## src/design/lcgrd_pkg.sv

```systemverilog
// lcgrd_pkg: shared constants, microcode types, control store and dispatch table
// for the 48-bit LCG random draw unit. No dependencies.
package lcgrd_pkg;

  localparam int STATE_W = 48;
  localparam int MULT_W  = 35;
  localparam int VALUE_W = 53;
  localparam int BOUND_W = 31;
  localparam int PC_W    = 5;

  localparam logic [MULT_W-1:0]  LCG_MULT  = 35'h5DEECE66D;
  localparam logic [STATE_W-1:0] LCG_INC   = 48'd11;
  localparam logic [5:0]         MULT_LAST = 6'd34;
  localparam logic [4:0]         REM_LAST  = 5'd30;

  // action codes
  localparam logic [2:0] ACT_SEED  = 3'd0;
  localparam logic [2:0] ACT_RAW   = 3'd1;
  localparam logic [2:0] ACT_INT32 = 3'd2;
  localparam logic [2:0] ACT_BELOW = 3'd3;
  localparam logic [2:0] ACT_FRAC  = 3'd4;
  localparam logic [2:0] ACT_BOOL  = 3'd5;

  typedef enum logic [3:0] {
    OP_NONE,
    OP_SEED,
    OP_ADV_GO,
    OP_TAKE_RAW,
    OP_TAKE_32,
    OP_TAKE_1,
    OP_TAKE_A26,
    OP_FRAC,
    OP_TAKE_R31,
    OP_MUL,
    OP_POW2,
    OP_REM_GO,
    OP_TAKE_REM,
    OP_CLEAR,
    OP_DONE
  } op_t;

  typedef enum logic [2:0] {
    COND_ALWAYS,
    COND_START,
    COND_LCG_BUSY,
    COND_REM_BUSY,
    COND_POW2,
    COND_REJECT
  } cond_t;

  typedef struct packed {
    op_t             op;
    cond_t           cond;
    logic [PC_W-1:0] target;
  } ctrl_word_t;

  typedef struct packed {
    logic lcg_busy;
    logic rem_busy;
    logic pow2;
    logic reject;
  } cond_flags_t;

  // control store addresses
  localparam logic [PC_W-1:0] A_IDLE  = 5'd0;
  localparam logic [PC_W-1:0] A_SEED  = 5'd1;
  localparam logic [PC_W-1:0] A_RAW   = 5'd2;
  localparam logic [PC_W-1:0] A_INT32 = 5'd5;
  localparam logic [PC_W-1:0] A_BOOL  = 5'd8;
  localparam logic [PC_W-1:0] A_FRAC  = 5'd11;
  localparam logic [PC_W-1:0] A_BELOW = 5'd17;
  localparam logic [PC_W-1:0] A_DONE  = 5'd23;
  localparam logic [PC_W-1:0] A_PWR2  = 5'd24;
  localparam logic [PC_W-1:0] A_NOP   = 5'd26;

  function automatic logic [PC_W-1:0] dispatch(input logic [2:0] action);
    logic [PC_W-1:0] a;
    unique case (action)
      ACT_SEED:  a = A_SEED;
      ACT_RAW:   a = A_RAW;
      ACT_INT32: a = A_INT32;
      ACT_BELOW: a = A_BELOW;
      ACT_FRAC:  a = A_FRAC;
      ACT_BOOL:  a = A_BOOL;
      default:   a = A_NOP;
    endcase
    return a;
  endfunction

  function automatic ctrl_word_t rom(input logic [PC_W-1:0] pc);
    ctrl_word_t w;
    unique case (pc)
      5'd0:  w = '{op: OP_NONE,     cond: COND_START,    target: A_IDLE};
      5'd1:  w = '{op: OP_SEED,     cond: COND_ALWAYS,   target: A_DONE};
      5'd2:  w = '{op: OP_ADV_GO,   cond: COND_ALWAYS,   target: 5'd3};
      5'd3:  w = '{op: OP_NONE,     cond: COND_LCG_BUSY, target: 5'd3};
      5'd4:  w = '{op: OP_TAKE_RAW, cond: COND_ALWAYS,   target: A_DONE};
      5'd5:  w = '{op: OP_ADV_GO,   cond: COND_ALWAYS,   target: 5'd6};
      5'd6:  w = '{op: OP_NONE,     cond: COND_LCG_BUSY, target: 5'd6};
      5'd7:  w = '{op: OP_TAKE_32,  cond: COND_ALWAYS,   target: A_DONE};
      5'd8:  w = '{op: OP_ADV_GO,   cond: COND_ALWAYS,   target: 5'd9};
      5'd9:  w = '{op: OP_NONE,     cond: COND_LCG_BUSY, target: 5'd9};
      5'd10: w = '{op: OP_TAKE_1,   cond: COND_ALWAYS,   target: A_DONE};
      5'd11: w = '{op: OP_ADV_GO,   cond: COND_ALWAYS,   target: 5'd12};
      5'd12: w = '{op: OP_NONE,     cond: COND_LCG_BUSY, target: 5'd12};
      5'd13: w = '{op: OP_TAKE_A26, cond: COND_ALWAYS,   target: 5'd14};
      5'd14: w = '{op: OP_ADV_GO,   cond: COND_ALWAYS,   target: 5'd15};
      5'd15: w = '{op: OP_NONE,     cond: COND_LCG_BUSY, target: 5'd15};
      5'd16: w = '{op: OP_FRAC,     cond: COND_ALWAYS,   target: A_DONE};
      5'd17: w = '{op: OP_ADV_GO,   cond: COND_ALWAYS,   target: 5'd18};
      5'd18: w = '{op: OP_NONE,     cond: COND_LCG_BUSY, target: 5'd18};
      5'd19: w = '{op: OP_TAKE_R31, cond: COND_ALWAYS,   target: 5'd20};
      5'd20: w = '{op: OP_REM_GO,   cond: COND_POW2,     target: A_PWR2};
      5'd21: w = '{op: OP_NONE,     cond: COND_REM_BUSY, target: 5'd21};
      5'd22: w = '{op: OP_TAKE_REM, cond: COND_REJECT,   target: A_BELOW};
      5'd23: w = '{op: OP_DONE,     cond: COND_ALWAYS,   target: A_IDLE};
      5'd24: w = '{op: OP_MUL,      cond: COND_ALWAYS,   target: 5'd25};
      5'd25: w = '{op: OP_POW2,     cond: COND_ALWAYS,   target: A_DONE};
      5'd26: w = '{op: OP_CLEAR,    cond: COND_ALWAYS,   target: A_DONE};
      default: w = '{op: OP_NONE,   cond: COND_ALWAYS,   target: A_IDLE};
    endcase
    return w;
  endfunction

endpackage

```

## src/design/lcgrd_lcg.sv

```systemverilog
// lcgrd_lcg: generator state and serial shift-add multiplier, one multiplier bit
// per cycle. Depends on lcgrd_pkg.
module lcgrd_lcg (
  input  logic                          clk,
  input  logic                          rst,
  input  logic                          seed_load,
  input  logic [lcgrd_pkg::STATE_W-1:0] seed_state,
  input  logic                          go,
  output logic                          busy,
  output logic [lcgrd_pkg::STATE_W-1:0] state
);

  logic [lcgrd_pkg::STATE_W-1:0] acc;
  logic [lcgrd_pkg::STATE_W-1:0] acc_next;
  logic [lcgrd_pkg::STATE_W-1:0] sh;
  logic [5:0]                    idx;

  assign acc_next = lcgrd_pkg::LCG_MULT[idx] ? acc + sh : acc;

  always_ff @(posedge clk) begin
    if (rst) begin
      busy  <= 1'b0;
      state <= '0;
      idx   <= '0;
    end else begin
      if (seed_load) begin
        state <= seed_state;
      end
      if (go) begin
        busy <= 1'b1;
        acc  <= lcgrd_pkg::LCG_INC;
        sh   <= state;
        idx  <= '0;
      end else if (busy) begin
        acc <= acc_next;
        sh  <= {sh[lcgrd_pkg::STATE_W-2:0], 1'b0};
        idx <= idx + 6'd1;
        if (idx == lcgrd_pkg::MULT_LAST) begin
          busy  <= 1'b0;
          state <= acc_next;
        end
      end
    end
  end

endmodule

```

## src/design/lcgrd_rem.sv

```systemverilog
// lcgrd_rem: 31-bit restoring remainder unit, one quotient bit per cycle.
// Depends on lcgrd_pkg.
module lcgrd_rem (
  input  logic                          clk,
  input  logic                          rst,
  input  logic                          go,
  input  logic [lcgrd_pkg::BOUND_W-1:0] num,
  input  logic [lcgrd_pkg::BOUND_W-1:0] den,
  output logic                          busy,
  output logic [lcgrd_pkg::BOUND_W-1:0] rem
);

  logic [lcgrd_pkg::BOUND_W-1:0] num_sh;
  logic [4:0]                    cnt;
  logic [lcgrd_pkg::BOUND_W:0]   part;
  logic [lcgrd_pkg::BOUND_W+1:0] diff;

  assign part = {rem, num_sh[lcgrd_pkg::BOUND_W-1]};
  assign diff = {1'b0, part} - {2'b00, den};

  always_ff @(posedge clk) begin
    if (rst) begin
      busy <= 1'b0;
      cnt  <= '0;
    end else if (go) begin
      busy   <= 1'b1;
      rem    <= '0;
      num_sh <= num;
      cnt    <= '0;
    end else if (busy) begin
      rem    <= diff[lcgrd_pkg::BOUND_W+1] ? part[lcgrd_pkg::BOUND_W-1:0]
                                          : diff[lcgrd_pkg::BOUND_W-1:0];
      num_sh <= {num_sh[lcgrd_pkg::BOUND_W-2:0], 1'b0};
      cnt    <= cnt + 5'd1;
      if (cnt == lcgrd_pkg::REM_LAST) begin
        busy <= 1'b0;
      end
    end
  end

endmodule

```

## src/design/lcgrd_seq.sv

```systemverilog
// lcgrd_seq: microprogram counter, control store readout and branch logic.
// Depends on lcgrd_pkg (control store, dispatch table, word types).
module lcgrd_seq (
  input  logic                     clk,
  input  logic                     rst,
  input  logic                     start,
  input  logic [2:0]               action,
  input  lcgrd_pkg::cond_flags_t   flags,
  output logic                     busy,
  output lcgrd_pkg::ctrl_word_t    cw
);

  logic [lcgrd_pkg::PC_W-1:0] pc;
  logic [lcgrd_pkg::PC_W-1:0] pc_next;
  logic                       taken;

  assign cw   = lcgrd_pkg::rom(pc);
  assign busy = (pc != lcgrd_pkg::A_IDLE);

  always_comb begin
    unique case (cw.cond)
      lcgrd_pkg::COND_ALWAYS:   taken = 1'b1;
      lcgrd_pkg::COND_START:    taken = 1'b0;
      lcgrd_pkg::COND_LCG_BUSY: taken = flags.lcg_busy;
      lcgrd_pkg::COND_REM_BUSY: taken = flags.rem_busy;
      lcgrd_pkg::COND_POW2:     taken = flags.pow2;
      lcgrd_pkg::COND_REJECT:   taken = flags.reject;
      default:                  taken = 1'b0;
    endcase
    if (cw.cond == lcgrd_pkg::COND_START) begin
      pc_next = start ? lcgrd_pkg::dispatch(action) : pc;
    end else if (taken) begin
      pc_next = cw.target;
    end else begin
      pc_next = pc + 5'd1;
    end
  end

  always_ff @(posedge clk) begin
    if (rst) begin
      pc <= lcgrd_pkg::A_IDLE;
    end else begin
      pc <= pc_next;
    end
  end

endmodule

```

## src/design/lcg48_random_draw_unit_top.sv

```systemverilog
// lcg48_random_draw_unit_top: 48-bit LCG random draw unit, datapath and glue.
// Depends on lcgrd_pkg, lcgrd_lcg, lcgrd_rem, lcgrd_seq.
//
//   channel  | handshake           | word
//   ---------+---------------------+-----------------------------------------
//   command  | start, busy         | action, seed_value, draw_bits, bound
//   result   | done (1-cycle)      | value
//
// A command is taken when start is high and busy is low; done pulses for one
// cycle with value, and busy drops the cycle after. One command at a time.
// A generator step is a launch, a serial multiply over the 35 multiplier bits,
// then a handoff. Seed and unused actions go straight to done; raw, int32 and
// boolean take a step, fraction a step per half. A bound takes a step, then a
// multiply if a power of two, else a remainder and check, retried on reject.
// Reset (rst, synchronous) clears the state to zero. The receiver cannot stall.
module lcg48_random_draw_unit_top (
  input  logic                          clk,
  input  logic                          rst,
  input  logic                          start,
  output logic                          busy,
  input  logic [2:0]                    action,
  input  logic signed [63:0]            seed_value,
  input  logic [5:0]                    draw_bits,
  input  logic [lcgrd_pkg::BOUND_W-1:0] bound,
  output logic                          done,
  output logic [lcgrd_pkg::VALUE_W-1:0] value
);

  lcgrd_pkg::ctrl_word_t         cw;
  lcgrd_pkg::cond_flags_t        flags;
  logic                          accept;
  logic [lcgrd_pkg::STATE_W-1:0] seed_state;
  logic [5:0]                    nb;
  logic [lcgrd_pkg::BOUND_W-1:0] n;
  logic [lcgrd_pkg::BOUND_W-1:0] r;
  logic [25:0]                   hi26;
  logic [lcgrd_pkg::BOUND_W-1:0] mul_hi;
  logic [61:0]                   prod;
  logic [lcgrd_pkg::STATE_W-1:0] state;
  logic [lcgrd_pkg::BOUND_W-1:0] rem;
  logic [31:0]                   raw_sh;
  logic [lcgrd_pkg::BOUND_W+1:0] chk;
  logic                          lcg_busy;
  logic                          rem_busy;

  assign accept = start & ~busy;
  assign done   = (cw.op == lcgrd_pkg::OP_DONE);
  assign prod   = {31'd0, n} * {31'd0, r};
  assign raw_sh = state[47:16] >> (6'd32 - nb);
  assign chk    = {2'b00, r} - {2'b00, rem} + {2'b00, n} - 33'd1;

  assign flags.lcg_busy = lcg_busy;
  assign flags.rem_busy = rem_busy;
  assign flags.pow2     = ((n & (~n + 31'd1)) == n);
  assign flags.reject   = (chk[32:31] != 2'b00);

  always_ff @(posedge clk) begin
    if (accept) begin
      seed_state <= seed_value[47:0] ^ {13'd0, lcgrd_pkg::LCG_MULT};
      n          <= bound;
      if (draw_bits == 6'd0) begin
        nb <= 6'd1;
      end else if (draw_bits > 6'd32) begin
        nb <= 6'd32;
      end else begin
        nb <= draw_bits;
      end
    end
    unique case (cw.op)
      lcgrd_pkg::OP_SEED:     value <= '0;
      lcgrd_pkg::OP_CLEAR:    value <= '0;
      lcgrd_pkg::OP_TAKE_RAW: value <= {21'd0, raw_sh};
      lcgrd_pkg::OP_TAKE_32:  value <= {21'd0, state[47:16]};
      lcgrd_pkg::OP_TAKE_1:   value <= {52'd0, state[47]};
      lcgrd_pkg::OP_TAKE_A26: hi26  <= state[47:22];
      lcgrd_pkg::OP_FRAC:     value <= {hi26, state[47:21]};
      lcgrd_pkg::OP_TAKE_R31: r     <= state[47:17];
      lcgrd_pkg::OP_MUL:      mul_hi <= prod[61:31];
      lcgrd_pkg::OP_POW2:     value <= {22'd0, mul_hi};
      lcgrd_pkg::OP_TAKE_REM: value <= {22'd0, rem};
      default: ;
    endcase
  end

  lcgrd_seq u_seq (
    .clk    (clk),
    .rst    (rst),
    .start  (start),
    .action (action),
    .flags  (flags),
    .busy   (busy),
    .cw     (cw)
  );

  lcgrd_lcg u_lcg (
    .clk        (clk),
    .rst        (rst),
    .seed_load  (cw.op == lcgrd_pkg::OP_SEED),
    .seed_state (seed_state),
    .go         (cw.op == lcgrd_pkg::OP_ADV_GO),
    .busy       (lcg_busy),
    .state      (state)
  );

  lcgrd_rem u_rem (
    .clk  (clk),
    .rst  (rst),
    .go   (cw.op == lcgrd_pkg::OP_REM_GO),
    .num  (r),
    .den  (n),
    .busy (rem_busy),
    .rem  (rem)
  );

endmodule
```

## config.mk

```make
export PLATFORM = sky130hd
export DESIGN_NAME = lcg48_random_draw_unit_top
export DESIGN_NICKNAME = d
export VERILOG_FILES = /design/src/design/lcgrd_pkg.sv /design/src/design/lcgrd_lcg.sv /design/src/design/lcgrd_rem.sv /design/src/design/lcgrd_seq.sv /design/src/design/lcg48_random_draw_unit_top.sv
export SDC_FILE = /design/constraint.sdc
export NUM_CORES = 2
export LEC_CHECK = 0
export ABC_CLOCK_PERIOD_IN_PS = 11500
export BUFFER_PORTS_ARGS = -buffer_cell sky130_fd_sc_hd__buf_2
export CAP_MARGIN = 10
export CELL_PAD_IN_SITES_DETAIL_PLACEMENT = 0
export CELL_PAD_IN_SITES_GLOBAL_PLACEMENT = 1
export CORE_ASPECT_RATIO = 1.4
export CORE_MARGIN = 2
export CORE_UTILIZATION = 40
export CTS_CLUSTER_DIAMETER = 150
export DETAILED_ROUTE_END_ITERATION = 6
export GPL_TIMING_DRIVEN = 0
export PLACE_DENSITY = 0.63
export SLEW_MARGIN = 20
export SYNTH_ARGS = -nofsm -noshare
export SYNTH_HDL_FRONTEND = slang
export SYNTH_SLANG_ARGS = --single-unit
```

## constraint.sdc

```tcl
create_clock -name clk -period 11.5 [get_ports clk]
set_input_delay 1.725 -clock clk [delete_from_list [all_inputs] [get_ports clk]]
set_output_delay 1.725 -clock clk [all_outputs]
set_load 0.03 [all_outputs]
```

======== Word level (Yosys, flattened, before mapping) ========
Memory sizes are Yosys's and may differ from the RTL's. A register that Yosys moved wholly into a read port is not among the register bits.
Cells that the tools add are included.
cells by class
  add/subtract/negate cells ............... 10
  bitwise operators ....................... 6
  order comparisons ....................... 2
  multipliers ............................. 1
  equality and inequality tests ........... 28
  muxes and demuxes ....................... 30
  reduce and logical (&&, ||, !) cells .... 14
  shifts and indexed selects .............. 1
operators with widths
  kind                   number
  $mux 48                8
  $pmux 53 s7            1
  $mux 31                4
  $mul 31x31->62         1
  $add 48x48->48         1
  $add 32x32->33         1
  $sub 32x31->33         1
  $sub 33x1->33 const B  1
  $shr 32x6->32          1
  $sub 31x31->32         1
  $add 31x1->31 const B  1
  $and 31x31->31         1
  $eq 31x31->1           1
  $not 31->31            1
  $pmux 5 s6             1
  $eq 4x4->1 const B     7
  $mux 5                 5
  $not 23->23            1
  $mux 6                 3
  $eq 4x3->1 const B     4
  $eq 3x2->1 const B     4
  $eq 3x3->1 const B     4
  $add 5x1->5 const B    2
  $eq 4x2->1 const B     2
  other kinds (20)       35
storage, ports and cells
  output and inout port bits .............. 55
  ROM bits ................................ 448
  memories ................................ 2
  input bits .............................. 107
  register bits ........................... 450
  logic and storage cells ................. 112
memories
  memory           words  width  rd ports  clocked after memory_dff  write ports  line             source
  (no name shown)  32     12     1         1                         0            lcgrd_pkg.sv:92  unique case (pc)
  (no name shown)  64     1      1         1                         0            lcgrd_lcg.sv:18  assign acc_next = lcgrd_pkg::LCG_MULT[idx] ? acc + sh : acc;

======== Depth between registers and ports, before layout ========
  depth after elaboration ................. 9
  depth in mapped cells ................... 39
  mapped depth without buffers ............ 36

======== Cells and area by module ========
A second synthesis with hierarchy kept.
unflattened totals
  cell total of the unflattened synthesis .. 6115
  area, all modules ....................... 59171.8 µm²
by module, submodules not included
  module                      sequential area each (µm²)  cells each  times used  area an instance (µm²)
  lcg48_random_draw_unit_top  6786.5                      4504        1           43437.9
  lcgrd_lcg                   4003.8                      942         1           9522.9
  lcgrd_rem                   1981.9                      508         1           4855.9
  lcgrd_seq                   340.3                       161         1           1355.0

======== Worst setup path after synthesis ========
No wires, ideal clock.
  kind .................................... register -> register
  from .................................... register n[26] (netlist bit)
  to ...................................... register mul_hi[22] (netlist bit) (data pin)
  cell stages (with the launch flop) ...... 30
  arrival ................................. 7.947 ns
  data required time ...................... 11.241 ns
  path buffers ............................ 2
  path slack .............................. 3.294 ns
  period minus slack after synthesis ...... 8.206 ns
  library setup time ...................... 0.259 ns
  cells stage by stage .................... edfxtp_1 > clkbuf_1 > clkbuf_1 > nand2_1 > fa_1 > inv_1 > fa_1 > fa_1 > inv_1 > fa_1 > inv_1 > fa_1 > fa_1 > fa_1 > inv_1 > fa_1 > inv_1 > ha_1 > a21o_1 > a21o_1 > a211o_1 > a221o_1 > a221oi_1 > o21ai_0 > a41oi_1 > o22ai_1 > and2_1 > or2_2 > a21oi_1 > xnor2_1
between the ends
  longest elaborated chain between the ends .. 1
RTL lines
  what                    line                              source
  start, declared         lcg48_random_draw_unit_top.sv:34  logic [lcgrd_pkg::BOUND_W-1:0] n;
  start signal, assigned  lcg48_random_draw_unit_top.sv:60  n <= bound;
  $mul 31x31->62          lcg48_random_draw_unit_top.sv:48  assign prod = {31'd0, n} * {31'd0, r};
  named net prod[53]      lcg48_random_draw_unit_top.sv:38  logic [61:0] prod;
  end signal, assigned    lcg48_random_draw_unit_top.sv:78  lcgrd_pkg::OP_MUL: mul_hi <= prod[61:31];
  end, declared           lcg48_random_draw_unit_top.sv:37  logic [lcgrd_pkg::BOUND_W-1:0] mul_hi;
The timed path passes the listed nets, and every way through them passes these cells.
A chain may end at the register's enable or synchronous reset.

======== Worst setup path after layout ========
  from .................................... register n[1] (netlist bit)
  to ...................................... register mul_hi[30] (netlist bit) (data pin)
Same word-level chain as after synthesis.

==> impl_metrics.py <==
metrics = {
    "clock_tree": {
        "clock-sinks": 463,
        "clock_latency_ns": 0.71,
        "clk_path_buf_depth": 3,
        "ctsRootBufferMaster": "sky130_fd_sc_hd__clkbuf_16",
        "post-cts-setup-buffer-count": 0,
        "cts.clk_slew.worst_paths_ns": 0.06,
        "number_of_cts_inserted_buffers": 55,
        "tritoncts": "built",
        "cts_htree_levels": 2,
    },
    "global_route": {
        "grt_first_pass_wirelength_mm": 330,
        "grt_start_max_net_pins": 25,
        "grt_overflow": 0,
        "grt.total_usage": 0.320,
        "antenna_found_initial": 15,
        "number_of_global_route_vias_before_repair": 47500,
    },
    "routing": {
        "remaining_drc_errors": 0,
        "detailedRoute.firstIterationViolations": 2844,
        "wl_per_cell_um": 28.5,
        "via_count": 44300,
        "final_antenna_net_count": 0,
        "via_per_inst": 5.46,
        "drt-total-wl_mm": 231,
        "drt_pre_antenna_iters": 6,
    },
    "layout": {
        "stdcell_count": 8098,
        "drive_above_1_share": 0.0597,
        "num-nets-final": 7536,
        "fillCellCount": 14200,
        "area_growth_pct": 9.53,
    },
    "placement": {
        "placedCellCount": 7993,
        "post-place-ws_ns": 0.428,
        "hpwl_mm": 189,
        "port_buffers": 143,
        "place.gp.congestion": 0.994,
    },
    "logic_synthesis": {
        "ys_seq_elements": 463,
        "post_synth_num_cell_types": 84,
        "most_area_consuming_cells_after_synthesis": "sky130_fd_sc_hd__fa_1 (30%), sky130_fd_sc_hd__edfxtp_1 (20%), sky130_fd_sc_hd__ha_1 (9.6%)",
        "synth_sequential_area_ratio": 0.230,
        "synth.most_common_cell": "sky130_fd_sc_hd__inv_1",
        "ys.flop_type": "sky130_fd_sc_hd__edfxtp_1",
        "synth_area_leader_cell": "sky130_fd_sc_hd__fa_1",
        "post_synth_most_frequent_cells": "sky130_fd_sc_hd__inv_1 (1010), sky130_fd_sc_hd__nand2_1 (866), sky130_fd_sc_hd__fa_1 (839)",
        "ys.warnings.count": 0,
        "synth-edff-count": 384,
        "synth_fp_nets": 7314,
        "postSynthAreaPerCell_um2": 9.60,
        "synth.top_cell.area_share": 0.295,
        "mappedNetlistArea_mm2": 0.0569,
        "syn_inst": 5931,
        "synth_async_sr_flop_share": 0,
    },
    "timing": {
        "setup_ws_final_ns": 0.285,
        "finalSetupViolCount": 0,
        "worst_slew_margin_rel": 0.115,
        "fin_crit_sh": 0.975,
        "hold_violations": 0,
        "period_needed_ns": 11.21,
        "timing_max_transition_violations_final": 0,
        "finClkSkew_ns": 0.0534,
        "rsz0062_at_grt": "false",
        "hold_ws_ns": 0.500,
        "worst_slew_pin_slew_ns": 1.33,
        "fmaxAchievable_mhz": 89.2,
    },
    "setup_path": {
        "criticalPathCategory": "reg -> reg",
        "crit_path_max_incr_delay_ns": 0.89,
        "timing.critical_path.required_ns": 11.90,
        "timing.critical_path.max_delay_family": "adder cells",
        "critical_path.startpoint_type": "flop",
        "regToRegEndpoint": "mul_hi[30]",
        "worst_path_max_fanout": 10,
        "ff2ff_path_depth": 26,
        "worstPathArrival_ns": 11.62,
        "crit_path_end_kind": "flop",
        "regToRegStartpoint": "n[1]",
        "cpMaxStageDelayCell": "sky130_fd_sc_hd__edfxtp_1",
        "path_buf_inv": 4,
        "cp_common_cell": "sky130_fd_sc_hd__fa_1",
        "reg2reg_slack_ns": 0.29,
    },
    "floorplanning": {
        "die_height_um": 450,
        "fp.dieArea_mm2": 0.145,
        "core.rowCount": 163,
        "core_area_mm2": 0.141,
        "floorplan.initialDensity": 0.403,
        "io-pin-count": 162,
        "die_width_um": 323,
    },
    "min_path": {
        "hold_path.class": "reg -> reg",
        "cell_depth_of_the_worst_hold_path": 2,
        "timing.hold.worst.start": "u_rem.cnt[4]",
        "worstHoldEndpoint": "u_rem.busy",
    },
    "status": {
        "status": "completed",
    },
    "flow_run": {
        "max_cap_viol_count": 0,
    },
}
-- per-layer routing --
metal / track usage / up-vias / wire [um]
met5: 0 / - / 22
met3: 0.0408 / 673 / 12100
met4: 0.240 / 4 / 21700
met2: 0.571 / 1665 / 117000
met1: 0.344 / 22400 / 80000
li1: - / 19500 / -
-- worst reg2reg max path, cell delays in order (launching register included) --
cell                       delay, ns
sky130_fd_sc_hd__edfxtp_1       0.89
sky130_fd_sc_hd__clkbuf_1       0.86
sky130_fd_sc_hd__clkbuf_1       0.59
sky130_fd_sc_hd__and2_1         0.24
sky130_fd_sc_hd__fa_1           0.44
sky130_fd_sc_hd__fa_1           0.50
sky130_fd_sc_hd__fa_1           0.55
sky130_fd_sc_hd__fa_1           0.44
sky130_fd_sc_hd__fa_1           0.40
sky130_fd_sc_hd__fa_1           0.44
sky130_fd_sc_hd__fa_1           0.52
sky130_fd_sc_hd__inv_1          0.05
sky130_fd_sc_hd__fa_1           0.59
sky130_fd_sc_hd__inv_1          0.08
sky130_fd_sc_hd__ha_1           0.34
sky130_fd_sc_hd__a21o_1         0.21
sky130_fd_sc_hd__a21o_1         0.18
sky130_fd_sc_hd__a211o_1        0.32
sky130_fd_sc_hd__a221o_1        0.29
sky130_fd_sc_hd__a221oi_1       0.59
sky130_fd_sc_hd__o21ai_1        0.44
sky130_fd_sc_hd__a41oi_1        0.75
sky130_fd_sc_hd__o22ai_1        0.30
sky130_fd_sc_hd__a41o_1         0.33
sky130_fd_sc_hd__a31o_2         0.25
sky130_fd_sc_hd__a21oi_1        0.19
sky130_fd_sc_hd__xnor2_1        0.13
-- placed cells by master (no fill, tap or decap), types with 79 or more instances in the layout --
cell type                  instances
sky130_fd_sc_hd__a211oi_1        111
sky130_fd_sc_hd__a21oi_1         201
sky130_fd_sc_hd__and2_1          420
sky130_fd_sc_hd__buf_2           149
sky130_fd_sc_hd__clkbuf_1        295
sky130_fd_sc_hd__dfxtp_1          79
sky130_fd_sc_hd__edfxtp_1        384
sky130_fd_sc_hd__fa_1            839
sky130_fd_sc_hd__ha_1            437
sky130_fd_sc_hd__inv_1          1010
sky130_fd_sc_hd__nand2_1         866
sky130_fd_sc_hd__nor2_1          216
sky130_fd_sc_hd__o21ai_0         123
sky130_fd_sc_hd__xnor2_1          86
-- cell type report --
class                   count  area [um2]  area share
plain buffers             326        1270      0.0203
multi-input cells        4130       38900       0.623
clock buffers              69        1460      0.0234
well taps                1897        2370      0.0381
clock inverters            35         329     0.00528
inverters                1012        3800      0.0609
repair buffers            165        1160      0.0185
diodes                      1        2.50   0.0000401
flip-flops and latches    463       13100       0.210
-- how the worst max path moves through the flow --
stage               startpoint     endpoint  slack, ns  cells past startpoint
floorplan                n[26]   mul_hi[22]       3.29                     29
global placement         n[14]   mul_hi[30]      -0.15                     27
detailed placement        n[1]   mul_hi[30]       0.43                     26
CTS                       n[1]   mul_hi[30]       0.38                     26
global route              r[0]  u_seq.cw[6]       0.15                     38
finish                    n[1]   mul_hi[30]       0.29                     26
-- state kept, by name, indices dropped and copies added (netlist names), named ones only --
signal and count:
hi26 26, nb 6, value 53, u_rem.busy 1, u_lcg.busy 1, u_lcg.idx 6
u_lcg.acc 48, seed_state 48, u_rem.rem 31, r 31, n 31, u_rem.num_sh 31
mul_hi 31, u_seq.cw 12, u_lcg.sh 48, u_rem.cnt 5, u_seq.pc 5, u_lcg.state 48
-- repair_timing --
item                       in CTS  in global routing
hold buffers                    0                  0
resized for setup               0                  1
setup endpoints to repair       0                  1
-- metrics by stage --
step	cell area (um2)	setup TNS (ns)	utilization
after global routing	62400	0	0.442
after floorplan	56900	0	-
after detailed placement	60500	0	0.429
after global placement	60000	-0.395	0.425
after CTS	62300	0	0.442
final	62400	0	0.442
-- cells by family after synthesis --
kind of cell             count (synthesis)  share of synthesized area
adder cells (fa/ha/maj)               1276                      0.391
multiplexers                           127                     0.0266
flip-flops                             463                      0.230
buffers and inverters                 1338                     0.0886
AND/OR/NAND/NOR                       1808                      0.149
AO/OA/AOI/OAI                          766                     0.0904
XOR/XNOR                               153                     0.0235
Power is left out: the tool's default activity adds up to more than one toggle a clock period on the data nets, which glitch-free logic cannot reach.
